$ cat src/rtl/core/tsps_pkg.sv
// Shared types and constants for the temperature sensor poll sequencer.
// Holds the item mode and command codes, register indexes and the configuration struct.
// No dependencies.
package tsps_pkg;

  localparam int unsigned CFG_TIMER_W = 24;
  localparam int unsigned CFG_TEMP_W  = 16;
  localparam int unsigned CFG_IDX_W   = 3;

  typedef enum logic [1:0] {
    MODE_TICK    = 2'd0,
    MODE_PROBE   = 2'd1,
    MODE_READING = 2'd2,
    MODE_UNUSED  = 2'd3
  } mode_t;

  typedef enum logic [1:0] {
    CMD_NONE       = 2'd0,
    CMD_PROBE      = 2'd1,
    CMD_START_CONV = 2'd2,
    CMD_READ_TEMP  = 2'd3
  } cmd_t;

  localparam logic [CFG_IDX_W-1:0] REG_READ_INTERVAL   = 3'd0;
  localparam logic [CFG_IDX_W-1:0] REG_CONVERSION_WAIT = 3'd1;
  localparam logic [CFG_IDX_W-1:0] REG_INVALID_TIMEOUT = 3'd2;
  localparam logic [CFG_IDX_W-1:0] REG_TEMP_MIN        = 3'd3;
  localparam logic [CFG_IDX_W-1:0] REG_TEMP_MAX        = 3'd4;
  localparam logic [CFG_IDX_W-1:0] REG_DISCONNECTED    = 3'd5;

  localparam logic [CFG_TIMER_W-1:0] RST_READ_INTERVAL   = 24'd1000;
  localparam logic [CFG_TIMER_W-1:0] RST_CONVERSION_WAIT = 24'd800;
  localparam logic [CFG_TIMER_W-1:0] RST_INVALID_TIMEOUT = 24'd10000;
  localparam logic signed [CFG_TEMP_W-1:0] RST_TEMP_MIN     = -16'sd880;
  localparam logic signed [CFG_TEMP_W-1:0] RST_TEMP_MAX     = 16'sd2000;
  localparam logic signed [CFG_TEMP_W-1:0] RST_DISCONNECTED = -16'sd2032;

  typedef struct packed {
    logic        [CFG_TIMER_W-1:0] read_interval_ms;
    logic        [CFG_TIMER_W-1:0] conversion_wait_ms;
    logic        [CFG_TIMER_W-1:0] invalid_timeout_ms;
    logic signed [CFG_TEMP_W-1:0]  temp_min;
    logic signed [CFG_TEMP_W-1:0]  temp_max;
    logic signed [CFG_TEMP_W-1:0]  disconnected_code;
  } cfg_t;

endpackage

$ cat src/rtl/core/temp_sensor_poll_sequencer_unit.sv
// Top level of the temperature sensor poll sequencer: input register, state update, result register.
// Depends on tsps_pkg and tsps_cfg_regs.
//
// channel | ports                       | direction | content
// in      | in_tvalid/tready/tdata/tuser | slave     | tick, probe result or raw reading
// out     | out_tvalid/tready/tdata      | master    | command and status after each item
// cfg     | cfg_valid/ready/index/data   | slave     | register writes, always ready
//
// One item enters per cycle while in_tready is high; its result passes through the
// input register, then the result register.
// Every item gives exactly one result. A stalled output holds the result register
// and the input register, and in_tready falls only when both are full.
// rst_n is synchronous; it empties both stages and restores the sensor state and registers.
module temp_sensor_poll_sequencer_unit import tsps_pkg::*; #(
  parameter int unsigned TIMER_WIDTH = 24,
  parameter int unsigned TEMP_WIDTH  = 16
) (
  input  logic                   clk,
  input  logic                   rst_n,
  input  logic                   in_tvalid,
  output logic                   in_tready,
  input  logic [23:0]            in_tdata,   // device_present[0], raw_reading[16:1], zero pad
  input  logic [1:0]             in_tuser,   // mode[1:0]
  output logic                   out_tvalid,
  input  logic                   out_tready,
  output logic [23:0]            out_tdata,  // command[1:0], last_temperature[17:2],
                                             // reading_valid[18], sensor_present[19],
                                             // converting[20], zero pad
  input  logic                   cfg_valid,
  output logic                   cfg_ready,
  input  logic [CFG_IDX_W-1:0]   cfg_index,
  input  logic [CFG_TIMER_W-1:0] cfg_data
);

  localparam int unsigned CW = (TIMER_WIDTH > CFG_TIMER_W) ? TIMER_WIDTH : CFG_TIMER_W;
  localparam int unsigned SH = CFG_TEMP_W - TEMP_WIDTH;

  cfg_t cfg;

  tsps_cfg_regs #(
    .TEMP_WIDTH (TEMP_WIDTH)
  ) u_cfg (
    .clk       (clk),
    .rst_n     (rst_n),
    .cfg_valid (cfg_valid),
    .cfg_ready (cfg_ready),
    .cfg_index (cfg_index),
    .cfg_data  (cfg_data),
    .cfg       (cfg)
  );

  // Input register.
  logic                  in_vld_r;
  mode_t                 mode_r;
  logic                  dev_present_r;
  logic [CFG_TEMP_W-1:0] raw_r;

  // Sensor state.
  logic                          present_r, present_nxt;
  logic                          busy_r, busy_nxt;
  logic                          valid_r, valid_nxt;
  logic signed [CFG_TEMP_W-1:0]  stored_r, stored_nxt;
  logic [TIMER_WIDTH-1:0]        since_action_r, since_action_nxt;
  logic [TIMER_WIDTH-1:0]        since_good_r, since_good_nxt;

  // Result register.
  logic                  out_vld_r;
  cmd_t                  cmd_r, cmd_nxt;
  logic [CFG_TEMP_W-1:0] temp_out_r;
  logic                  valid_out_r, present_out_r, busy_out_r;

  logic adv, load;
  logic [TIMER_WIDTH-1:0]       act_inc, good_inc;
  logic [CW-1:0]                act_x, good_x, interval_x, wait_x, timeout_x;
  logic signed [CFG_TEMP_W-1:0] rd_up, rd_val;
  logic                         rd_bad;

  assign adv       = !out_vld_r || out_tready;
  assign load      = in_vld_r && adv;
  assign in_tready = !in_vld_r || adv;

  assign act_inc  = (&since_action_r) ? since_action_r : since_action_r + 1'b1;
  assign good_inc = (&since_good_r) ? since_good_r : since_good_r + 1'b1;

  assign act_x      = CW'(act_inc);
  assign good_x     = CW'(good_inc);
  assign interval_x = CW'(cfg.read_interval_ms);
  assign wait_x     = CW'(cfg.conversion_wait_ms);
  assign timeout_x  = CW'(cfg.invalid_timeout_ms);

  assign rd_up  = raw_r <<< SH;
  assign rd_val = rd_up >>> SH;
  assign rd_bad = (rd_val == cfg.disconnected_code) || (rd_val < cfg.temp_min)
                  || (rd_val > cfg.temp_max);

  always_comb begin
    present_nxt      = present_r;
    busy_nxt         = busy_r;
    valid_nxt        = valid_r;
    stored_nxt       = stored_r;
    since_action_nxt = since_action_r;
    since_good_nxt   = since_good_r;
    cmd_nxt          = CMD_NONE;
    unique case (mode_r)
      MODE_TICK: begin
        since_action_nxt = act_inc;
        since_good_nxt   = good_inc;
        if (!present_r) begin
          if (valid_r && (good_x > timeout_x)) begin
            valid_nxt = 1'b0;
          end
          if (act_x > interval_x) begin
            since_action_nxt = '0;
            cmd_nxt          = CMD_PROBE;
          end
        end else if (!busy_r) begin
          if (act_x >= interval_x) begin
            busy_nxt         = 1'b1;
            since_action_nxt = '0;
            cmd_nxt          = CMD_START_CONV;
          end
        end else if (act_x >= wait_x) begin
          busy_nxt         = 1'b0;
          since_action_nxt = '0;
          cmd_nxt          = CMD_READ_TEMP;
        end
      end
      MODE_PROBE: begin
        present_nxt = dev_present_r;
        if (dev_present_r) begin
          since_action_nxt = '0;
        end
      end
      MODE_READING: begin
        if (rd_bad) begin
          present_nxt = 1'b0;
        end else begin
          stored_nxt     = rd_val;
          valid_nxt      = 1'b1;
          since_good_nxt = '0;
        end
      end
      default: ;
    endcase
  end

  always_ff @(posedge clk) begin
    if (!rst_n) begin
      in_vld_r       <= 1'b0;
      out_vld_r      <= 1'b0;
      present_r      <= 1'b0;
      busy_r         <= 1'b0;
      valid_r        <= 1'b0;
      stored_r       <= '0;
      since_action_r <= '1;
      since_good_r   <= '0;
    end else begin
      if (in_tready) begin
        in_vld_r <= in_tvalid;
      end
      if (load) begin
        out_vld_r      <= 1'b1;
        present_r      <= present_nxt;
        busy_r         <= busy_nxt;
        valid_r        <= valid_nxt;
        stored_r       <= stored_nxt;
        since_action_r <= since_action_nxt;
        since_good_r   <= since_good_nxt;
      end else if (out_tready) begin
        out_vld_r <= 1'b0;
      end
    end
  end

  always_ff @(posedge clk) begin
    if (in_tvalid && in_tready) begin
      mode_r        <= mode_t'(in_tuser);
      dev_present_r <= in_tdata[0];
      raw_r         <= in_tdata[16:1];
    end
    if (load) begin
      cmd_r         <= cmd_nxt;
      temp_out_r    <= stored_nxt;
      valid_out_r   <= valid_nxt;
      present_out_r <= present_nxt;
      busy_out_r    <= busy_nxt;
    end
  end

  assign out_tvalid = out_vld_r;
  assign out_tdata  = {3'b000, busy_out_r, present_out_r, valid_out_r, temp_out_r, cmd_r};

  a_cmd_clears_timer: assert property (@(posedge clk) disable iff (!rst_n)
    (load && cmd_nxt != CMD_NONE) |=> (since_action_r == '0))
    else $error("Issued command did not restart the action timer.");

  a_start_conv_flags: assert property (@(posedge clk) disable iff (!rst_n)
    (out_vld_r && cmd_r == CMD_START_CONV) |-> (busy_out_r && present_out_r))
    else $error("Start conversion without present and converting flags.");

  a_read_flags: assert property (@(posedge clk) disable iff (!rst_n)
    (out_vld_r && cmd_r == CMD_READ_TEMP) |-> (!busy_out_r && present_out_r))
    else $error("Read command with inconsistent flags.");

  a_probe_absent: assert property (@(posedge clk) disable iff (!rst_n)
    (out_vld_r && cmd_r == CMD_PROBE) |-> !present_out_r)
    else $error("Probe command while sensor is marked present.");

  a_good_reading: assert property (@(posedge clk) disable iff (!rst_n)
    (load && mode_r == MODE_READING && !rd_bad) |=> (valid_r && since_good_r == '0))
    else $error("Good reading not stored as current.");

endmodule

$ cat src/rtl/core/tsps_cfg_regs.sv
// Configuration register file of the poll sequencer.
// Depends on tsps_pkg for the register indexes, reset values and cfg_t.
module tsps_cfg_regs import tsps_pkg::*; #(
  parameter int unsigned TEMP_WIDTH = 16
) (
  input  logic                   clk,
  input  logic                   rst_n,
  input  logic                   cfg_valid,
  output logic                   cfg_ready,
  input  logic [CFG_IDX_W-1:0]   cfg_index,
  input  logic [CFG_TIMER_W-1:0] cfg_data,
  output cfg_t                   cfg
);

  localparam int unsigned SH = CFG_TEMP_W - TEMP_WIDTH;

  cfg_t                         cfg_r;
  logic signed [CFG_TEMP_W-1:0] temp_up;
  logic signed [CFG_TEMP_W-1:0] temp_val;

  // Temperature registers take the low TEMP_WIDTH bits, sign extended.
  assign temp_up  = cfg_data[CFG_TEMP_W-1:0] <<< SH;
  assign temp_val = temp_up >>> SH;

  assign cfg_ready = 1'b1;
  assign cfg       = cfg_r;

  always_ff @(posedge clk) begin
    if (!rst_n) begin
      cfg_r.read_interval_ms   <= RST_READ_INTERVAL;
      cfg_r.conversion_wait_ms <= RST_CONVERSION_WAIT;
      cfg_r.invalid_timeout_ms <= RST_INVALID_TIMEOUT;
      cfg_r.temp_min           <= RST_TEMP_MIN;
      cfg_r.temp_max           <= RST_TEMP_MAX;
      cfg_r.disconnected_code  <= RST_DISCONNECTED;
    end else if (cfg_valid) begin
      unique case (cfg_index)
        REG_READ_INTERVAL:   cfg_r.read_interval_ms   <= cfg_data;
        REG_CONVERSION_WAIT: cfg_r.conversion_wait_ms <= cfg_data;
        REG_INVALID_TIMEOUT: cfg_r.invalid_timeout_ms <= cfg_data;
        REG_TEMP_MIN:        cfg_r.temp_min           <= temp_val;
        REG_TEMP_MAX:        cfg_r.temp_max           <= temp_val;
        REG_DISCONNECTED:    cfg_r.disconnected_code  <= temp_val;
        default: ;
      endcase
    end
  end

endmodule
$ cat config.mk
export PLATFORM = sky130hd
export DESIGN_NAME = temp_sensor_poll_sequencer_unit
export DESIGN_NICKNAME = d
export VERILOG_FILES = /design/src/rtl/core/tsps_pkg.sv /design/src/rtl/core/temp_sensor_poll_sequencer_unit.sv /design/src/rtl/core/tsps_cfg_regs.sv
export SDC_FILE = /design/constraint.sdc
export NUM_CORES = 1
export LEC_CHECK = 0
export ABC_CLOCK_PERIOD_IN_PS = 5600
export BUFFER_PORTS_ARGS = -buffer_cell sky130_fd_sc_hd__buf_2
export CORE_UTILIZATION = 40
export CTS_BUF_LIST = sky130_fd_sc_hd__clkbuf_4 sky130_fd_sc_hd__clkbuf_8
export CTS_CLUSTER_SIZE = 10
export DETAILED_ROUTE_END_ITERATION = 8
export PLACE_DENSITY_LB_ADDON = 0.2
export SKIP_CTS_REPAIR_TIMING = 1
export SYNTH_ARGS = -nofsm -noshare
export SYNTH_HDL_FRONTEND = slang
export SYNTH_SLANG_ARGS = --single-unit
$ cat constraint.sdc
create_clock -name clk -period 5.6 [get_ports clk]
set_input_delay 0.28 -clock clk [delete_from_list [all_inputs] [get_ports clk]]
set_output_delay 0.28 -clock clk [all_outputs]
set_load 0.1 [all_outputs]
==> results of run 1 <==
metal layers:
metal / up-vias / GRT usage (%) / wire length [microns]
met2: 243 / 34.16 / 15330
met4: 2 / 6.838 / 774
met5: - / 0 / 13
met1: 4983 / 29.31 / 15930
li1: 5272 / - / -
met3: 55 / 3.431 / 1653
registers in the layout (all words and copies together), names as in the netlist, 2 cells and up:
register	flops
cmd_r	2
mode_r	2
raw_r	16
since_action_r	24
since_good_r	24
stored_r	16
temp_out_r	16
u_cfg.cfg	120
logic make-up after synthesis:
family,after synthesis
simple gates,518
flops,229
compound gates,329
other cells,2
buf+inv,188
mux,18
xor+xnor,60
fa+ha+maj,108
final cells by class:
type                            instances  area, sq um
Antenna cell                            1        2.502
Clock buffer                           60        750.7
Clock inverter                         17        170.2
Fill cell                            3005        16260
Inverter                              116        436.7
Multi-Input combinational cell       1037         6670
Sequential cell                       229         4985
Tap cell                              396        495.5
Timing Repair Buffer                  113        735.7
worst reg2reg max path: stages (launching register included):
cell	delay, ns
dfxtp_1	0.35
ha_1	0.26
nand2_1	0.07
or2_1	0.25
o31ai_4	0.15
nor3_1	0.52
nand3_1	0.25
xnor2_1	0.28
ha_1	0.29
and2_0	0.18
a221o_1	0.30
a221oi_1	0.42
o221ai_1	0.24
nand3_1	0.17
and4_1	0.70
a21o_2	0.24
a211o_1	0.11
report_power, final:
group	total [W]	switching (W)	internal, W
combinational	0.000738	0.000474	0.000264
clock	0.00177	0.000759	0.00101
sequential	0.00176	0.0000405	0.00172
total	0.00427	0.00127	0.00300
stage by stage:
stage / area, sq um / utilization [%] / total power, W
2_1_floorplan: 12410 / - / 0.002313
4_1_cts: 13960 / 45.77 / 0.004286
5_1_grt: 14250 / 46.69 / 0.004492
3_3_place_gp: 13040 / 42.75 / 0.002499
3_5_place_dp: 13040 / 42.75 / 0.002512
6_report: 14250 / 46.69 / 0.004269
worst paths after layout:
check | to | slack [ns] | depth (start not counted)
worst max register to register | since_action_r[2] | 0.76 | 16
worst min register to register | u_cfg.cfg[59] | 0.45 | 2
worst min-delay path | out_tvalid | 0.03 | 4
worst max-delay path | since_action_r[2] | 0.76 | 16
cells in the final DEF, fill, tap and decap left out, types with 13 or more instances in the layout:
master	instances
nand2_1	292
dfxtp_1	189
a21oi_1	138
inv_1	113
ha_1	108
buf_2	73
o21ai_0	48
clkbuf_8	48
nand4_1	46
nor2_1	44
edfxtp_1	40
o211ai_1	33
nor3_1	31
xnor2_1	31
nand3_1	29
xor2_1	29
dlygate4sd3_1	28
a21o_1	18
mux2_2	17
a31oi_1	14
a221o_1	13
==> implementation parameters, run 1 <==
Parameter                              Value

Placed design
  Minimum setup slack after placement    0.7773 ns
  Final weighted congestion in routability-driven placement    0.8556
  Port-buffer cells    73
  Placed Cells incl. Taps    1863
  Post-detailed-placement half-perimeter wirelength    22900 microns

Yosys
  Area share of the largest cell type after synthesis    30.52%
  FF+latch count, synth    229
  Top_reg_cell synth    dfxtp_1
  Dominant combinational cell family by area after synthesis    simple AND/OR/NAND/NOR gates
  Simple-gate portion of the synthesized area    19.51%
  EDFF count, synth    40
  Synthesized area    12400 sq um
  Fraction of synthesized cell area in xor and xnor cells    4.239%
  Top cells by area in the synthesized netlist    dfxtp_1 (31%), ha_1 (11%), edfxtp_1 (9.7%)
  Post-Synth Adder-Cell Area    10.90%
  Fraction of the mapped netlist area in compound gates    17.31%
  Most frequent cell after synthesis    nand2_1
  Fraction of registers with async set or reset after synthesis    0%
  Sequential element share of the synthesized area    40.21%
  Syn avg cell area    8.539 sq um
  Cell taking the most area after synthesis    dfxtp_1
  Proportion of synthesized area in mux cells    1.625%
  Synth cell types    81
  Synthesis Warnings    0
  Post-Syn Instances    1452
  Top post-synthesis cells by count    nand2_1 (292), dfxtp_1 (189), a21oi_1 (138)

Floorplanning
  Die span in y    178.1 microns
  Area of the placeable core    30510 sq um
  Number of I/O pins    85
  Initial core utilization    40.64%
  Chip Width    178.1 microns
  Overall die area    31700 sq um
  Number of rows created at floorplan    64

STA
  Max transition margin    23.48%
  Pins Over Slew Limit    0
  Final setup fails    0
  Aggregate negative setup slack    0 ns
  Final cycle utilization of the critical path    86.48%
  Clock Skew    0.03530 ns
  Setup slack of the critical path after layout    0.7572 ns
  Total count of hold-check failures in the final report    0
  Worst hold-check slack    0.03446 ns
  RSZ-0062 raised after global routing    no
  Min Tclk post-route    4.843 ns
  Timing-limited maximum frequency    0.2065 GHz
  Transition time of the tightest slew-check pin    1.144 ns

Setup path
  Cell-by-cell listing of the critical path    ha_1 > nand2_1 > or2_1 > o31ai_4 > nor3_1 > nand3_1 > xnor2_1 > ha_1 > and2_0 > a221o_1 > a221oi_1 > o221ai_1 > nand3_1 > and4_1 > a21o_2 > a211o_1
  Top Family by Delay on Critical Path    simple AND/OR/NAND/NOR gates
  Critical path launch point type    flop
  Critical path buffers and inverters    0
  Largest fanout on the critical path    18
  Crit end category    flop
  Longest individual stage delay on the worst path    0.70 ns
  Crit. Startpoint    since_action_r[0]
  Worst endpoint required time    6.11 ns
  Critical Setup Path Class    reg2reg
  Cell with the biggest individual delay on the critical path    and4_1
  Startpoint of the worst register-to-register path    since_action_r[0]
  Data arrival time of the critical path    5.35 ns

Routing
  DRT iter0 DRCs    642
  Detailed-route wire length    33710 microns
  Number of optimization iterations in the first detailed-route pass    5
  Number of vias per cell    5.361
  Average detailed-routed wire length per instance    17.12 microns
  Via count    10560
  Number of remaining DRC errors    0
  DRT antenna net count    0

Clock tree
  Clock buffer count from CTS    42
  Clock sink count    229
  Buffer depth of the longest clock path    3
  Clock latency on the worst-skew pair    0.58 ns
  Buffer cell driving the clock tree root    clkbuf_8
  Clock tree from TritonCTS    built
  Clock Pin Slew Worst Setup and Hold Paths    0.06 ns
  H-tree Lvls    2

GRT
  Number of antenna violations at the first check in global routing    2
  Maximum number of pins on one net before global-route repair    84
  Via count of the first global-routing pass    9822
  Total GRT Usage    21.38%
  Leftover overflow at the end of global routing    0
  Global-route wire length before repair    53040 microns

Power
  Maximum VDD drop    182.7 uV
  Total leakage power    5.649 nW
  Power density relative to cell area    299.7 nW/um^2

Cells and area
  Post-route non-filler standard cell count    1969
  Area growth from synthesis to layout    14.91%
  Fraction of final layout cells sized beyond drive strength 1    13.10%
  Nets@finish    1705

Run status
  Outcome    complete, no violations

Min path
  Hold path start    out_tready
  HP Class    in2reg

Flow run
  MaxCap Viol Count    0
(Power assumes the default switching activity.)
==> run 2: changes to the inputs <==
--- a/config.mk
+++ b/config.mk
@@ -5,7 +5,7 @@
 export SDC_FILE = /design/constraint.sdc
 export NUM_CORES = 1
 export LEC_CHECK = 0
-export ABC_CLOCK_PERIOD_IN_PS = 5600
+export ABC_CLOCK_PERIOD_IN_PS = 5460
 export BUFFER_PORTS_ARGS = -buffer_cell sky130_fd_sc_hd__buf_2
 export CORE_UTILIZATION = 40
 export CTS_BUF_LIST = sky130_fd_sc_hd__clkbuf_4 sky130_fd_sc_hd__clkbuf_8
==> constraint.sdc (replaced) <==
create_clock -name clk -period 5.46 [get_ports clk]
set_input_delay 0.273 -clock clk [delete_from_list [all_inputs] [get_ports clk]]
set_output_delay 0.273 -clock clk [all_outputs]
set_load 0.1 [all_outputs]
==> run 2 against run 1 <==
Non-clock buffer count grew 2. Flip-flop and latch count is the same. Combinational power grew 3%. Cell count grew 0.15%. Count of clock-buffer cells in the layout shrank 4. Critical path depth is the same. Global-route usage shrank 0.14 points. Largest power group unchanged.
==> implementation parameters, run 2 (same netlist as run 1, synthesis figures left out) <==
Parameter                              Value

Run status
  Outcome    complete, no violations

Placed design
  Port-buffer cells    73 (unchanged)
  Final weighted congestion in routability-driven placement    0.8588 (+0.37%)
  Placed Cells incl. Taps    1865 (+0.11%)
  Post-detailed-placement half-perimeter wirelength    23090 microns (+0.82%)

Floorplanning
  Chip Width    178.1 microns (unchanged)
  Die span in y    178.1 microns (unchanged)
  Area of the placeable core    30510 sq um (unchanged)
  Number of rows created at floorplan    64 (unchanged)
  Number of I/O pins    85 (unchanged)
  Overall die area    31700 sq um (unchanged)
  Initial core utilization    40.64% (unchanged)

Power
  Total power    0.004546 W (+6.5%)
  Clock group share of total power    43.6% (+2.2 points)
  Int Pwr    0.003229 W (+7.8%)
  Total leakage power    5.695 nW (+0.81%)
  Net Sw Frac    28.97% (-0.86 points)
  Sequential power share    39.8% (-1.5 points)
  Combinational fraction of design power    16.7% (-0.6 points)
  Maximum VDD drop    212.4 uV (+16%)
  Power density relative to cell area    316.8 nW/um^2 (+5.7%)
  Power spent charging and discharging nets    0.001317 W (+3.4%)

STA
  Total count of hold-check failures in the final report    0 (unchanged)
  Timing-limited maximum frequency    0.2047 GHz (-0.88%)
  Transition time of the tightest slew-check pin    1.151 ns (+0.006867 ns)
  Worst hold-check slack    0.01279 ns (-0.02168 ns)
  Final setup fails    0 (unchanged)
  Pins Over Slew Limit    0 (unchanged)
  RSZ-0062 raised after global routing    no
  Min Tclk post-route    4.886 ns (+0.04323 ns)
  Clock Skew    0.04630 ns (+0.01100 ns)
  Final cycle utilization of the critical path    89.49% (+3.0 points)
  Max transition margin    23.02% (-0.46 points)
  Aggregate negative setup slack    0 ns (unchanged)

Routing
  Number of remaining DRC errors    0 (unchanged)
  Via count    10620 (+0.58%)
  DRT iter0 DRCs    641 (-0.16%)
  Number of optimization iterations in the first detailed-route pass    5 (unchanged)
  Number of vias per cell    5.383 (+0.42%)
  Detailed-route wire length    33830 microns (+0.35%)
  DRT antenna net count    0 (unchanged)
  Average detailed-routed wire length per instance    17.15 microns (+0.20%)

Cells and area
  Number of flip-flops in the largest register    120 (unchanged)
  Post-route non-filler standard cell count    1972 (+0.15%)
  Most frequent standard cell in the layout excluding fill and tap cells    nand2_1
  Leading cell types in the layout, fill and taps excluded    nand2_1 (292), dfxtp_1 (189), a21oi_1 (138)
  Final-layout fill cell count    2980 (-0.83%)
  Nets@finish    1708 (+0.18%)
  Fraction of final layout cells sized beyond drive strength 1    13.45% (+0.35 points)
  Diode count    0 (-1)
  Area growth from synthesis to layout    15.75%

Clock tree
  Buffer cell driving the clock tree root    clkbuf_8
  Clock sink count    229 (unchanged)
  Buffer depth of the longest clock path    3 (unchanged)
  Clock tree from TritonCTS    built
  Clock latency on the worst-skew pair    0.58 ns (about the same)
  Clock Pin Slew Worst Setup and Hold Paths    0.06 ns (about the same)
  H-tree Lvls    2 (unchanged)
  Clock buffer count from CTS    43 (+2.4%)

Min path
  HP Class    in2reg

Setup path
  Cell-by-cell listing of the critical path    ha_1 > nand2_1 > or2_1 > o31ai_4 > nor3_1 > nand3_1 > xnor2_1 > ha_1 > and2_0 > a221o_1 > a221oi_1 > o221ai_1 > nand3_1 > and4_1 > a21o_2 > a211o_1
  Data arrival time of the critical path    5.40 ns (+0.05 ns)
  Critical Setup Path Class    reg2reg
  Cell with the biggest individual delay on the critical path    and4_1
  Longest individual stage delay on the worst path    0.72 ns (+0.02 ns)
  Critical path launch point type    flop
  Crit end category    flop
  Worst endpoint required time    5.97 ns (-0.14 ns)
  Largest fanout on the critical path    18 (unchanged)

GRT
  Global-route wire length before repair    52830 microns (-0.39%)
  Via count of the first global-routing pass    9897 (+0.76%)
  Number of antenna violations at the first check in global routing    0 (-2)
  Maximum number of pins on one net before global-route repair    69 (-18%)
  Total GRT Usage    21.23% (-0.14 points)
  Leftover overflow at the end of global routing    0 (unchanged)

Flow run
  MaxCap Viol Count    0 (unchanged)
run 2: worst paths after layout:
kind	start	end	slack [ns]	cells after the start
setup / recovery	since_action_r[0]	since_action_r[2]	0.57	16
hold / removal	out_tready	out_tvalid	0.01	4
setup reg to reg	since_action_r[0]	since_action_r[2]	0.57	16
hold reg to reg	u_cfg.cfg[34]	u_cfg.cfg[34]	0.45	2
run 2: layout make-up:
| class | count | area [sq um] | share of cell area [%] |
|---|---|---|---|
| multi-input combinational | 1037 | 6670 | 46.48 |
| sequential | 229 | 4985 | 34.73 |
| timing repair buffer | 115 | 750.7 | 5.231 |
| clock buffer | 56 | 708.2 | 4.935 |
| tap | 396 | 495.5 | 3.452 |
| inverter | 116 | 436.7 | 3.043 |
| clock inverter | 23 | 305.3 | 2.127 |
run 2: power by group through the flow:
stage,Combinational (W),Sequential [W],Clock [W]
floorplan,0.000508,0.00186,0
global placement,0.000721,0.00184,0
detailed placement,0.000736,0.00184,0
CTS,0.000743,0.00181,0.00202
global route,0.000850,0.00181,0.00210
finish,0.000758,0.00181,0.00198
run 2: critical path, delay by kind of cell, from the launching register on:
kind | cells | cell delay [ns]
simple gates | 7 | 2.19
fa+ha+maj | 2 | 0.54
flops | 1 | 0.35
xor+xnor | 1 | 0.29
compound gates | 6 | 1.44
run 2: per-layer routing:
layer,global-route usage [%],wire length [microns]
met1,29.31,16040
met2,33.90,15650
met3,3.282,1373
met4,6.517,767
met5,0,0
run 2: through the flow:
stage	cell area, sq um	util, %	setup WS (ns)
finish	14350	47.04	0.5739
floorplan	12410	-	1.494
CTS	14070	46.12	0.6091
detailed placement	13060	42.80	0.6752
global route	14350	47.04	0.2464
global placement	13060	42.80	0.7876
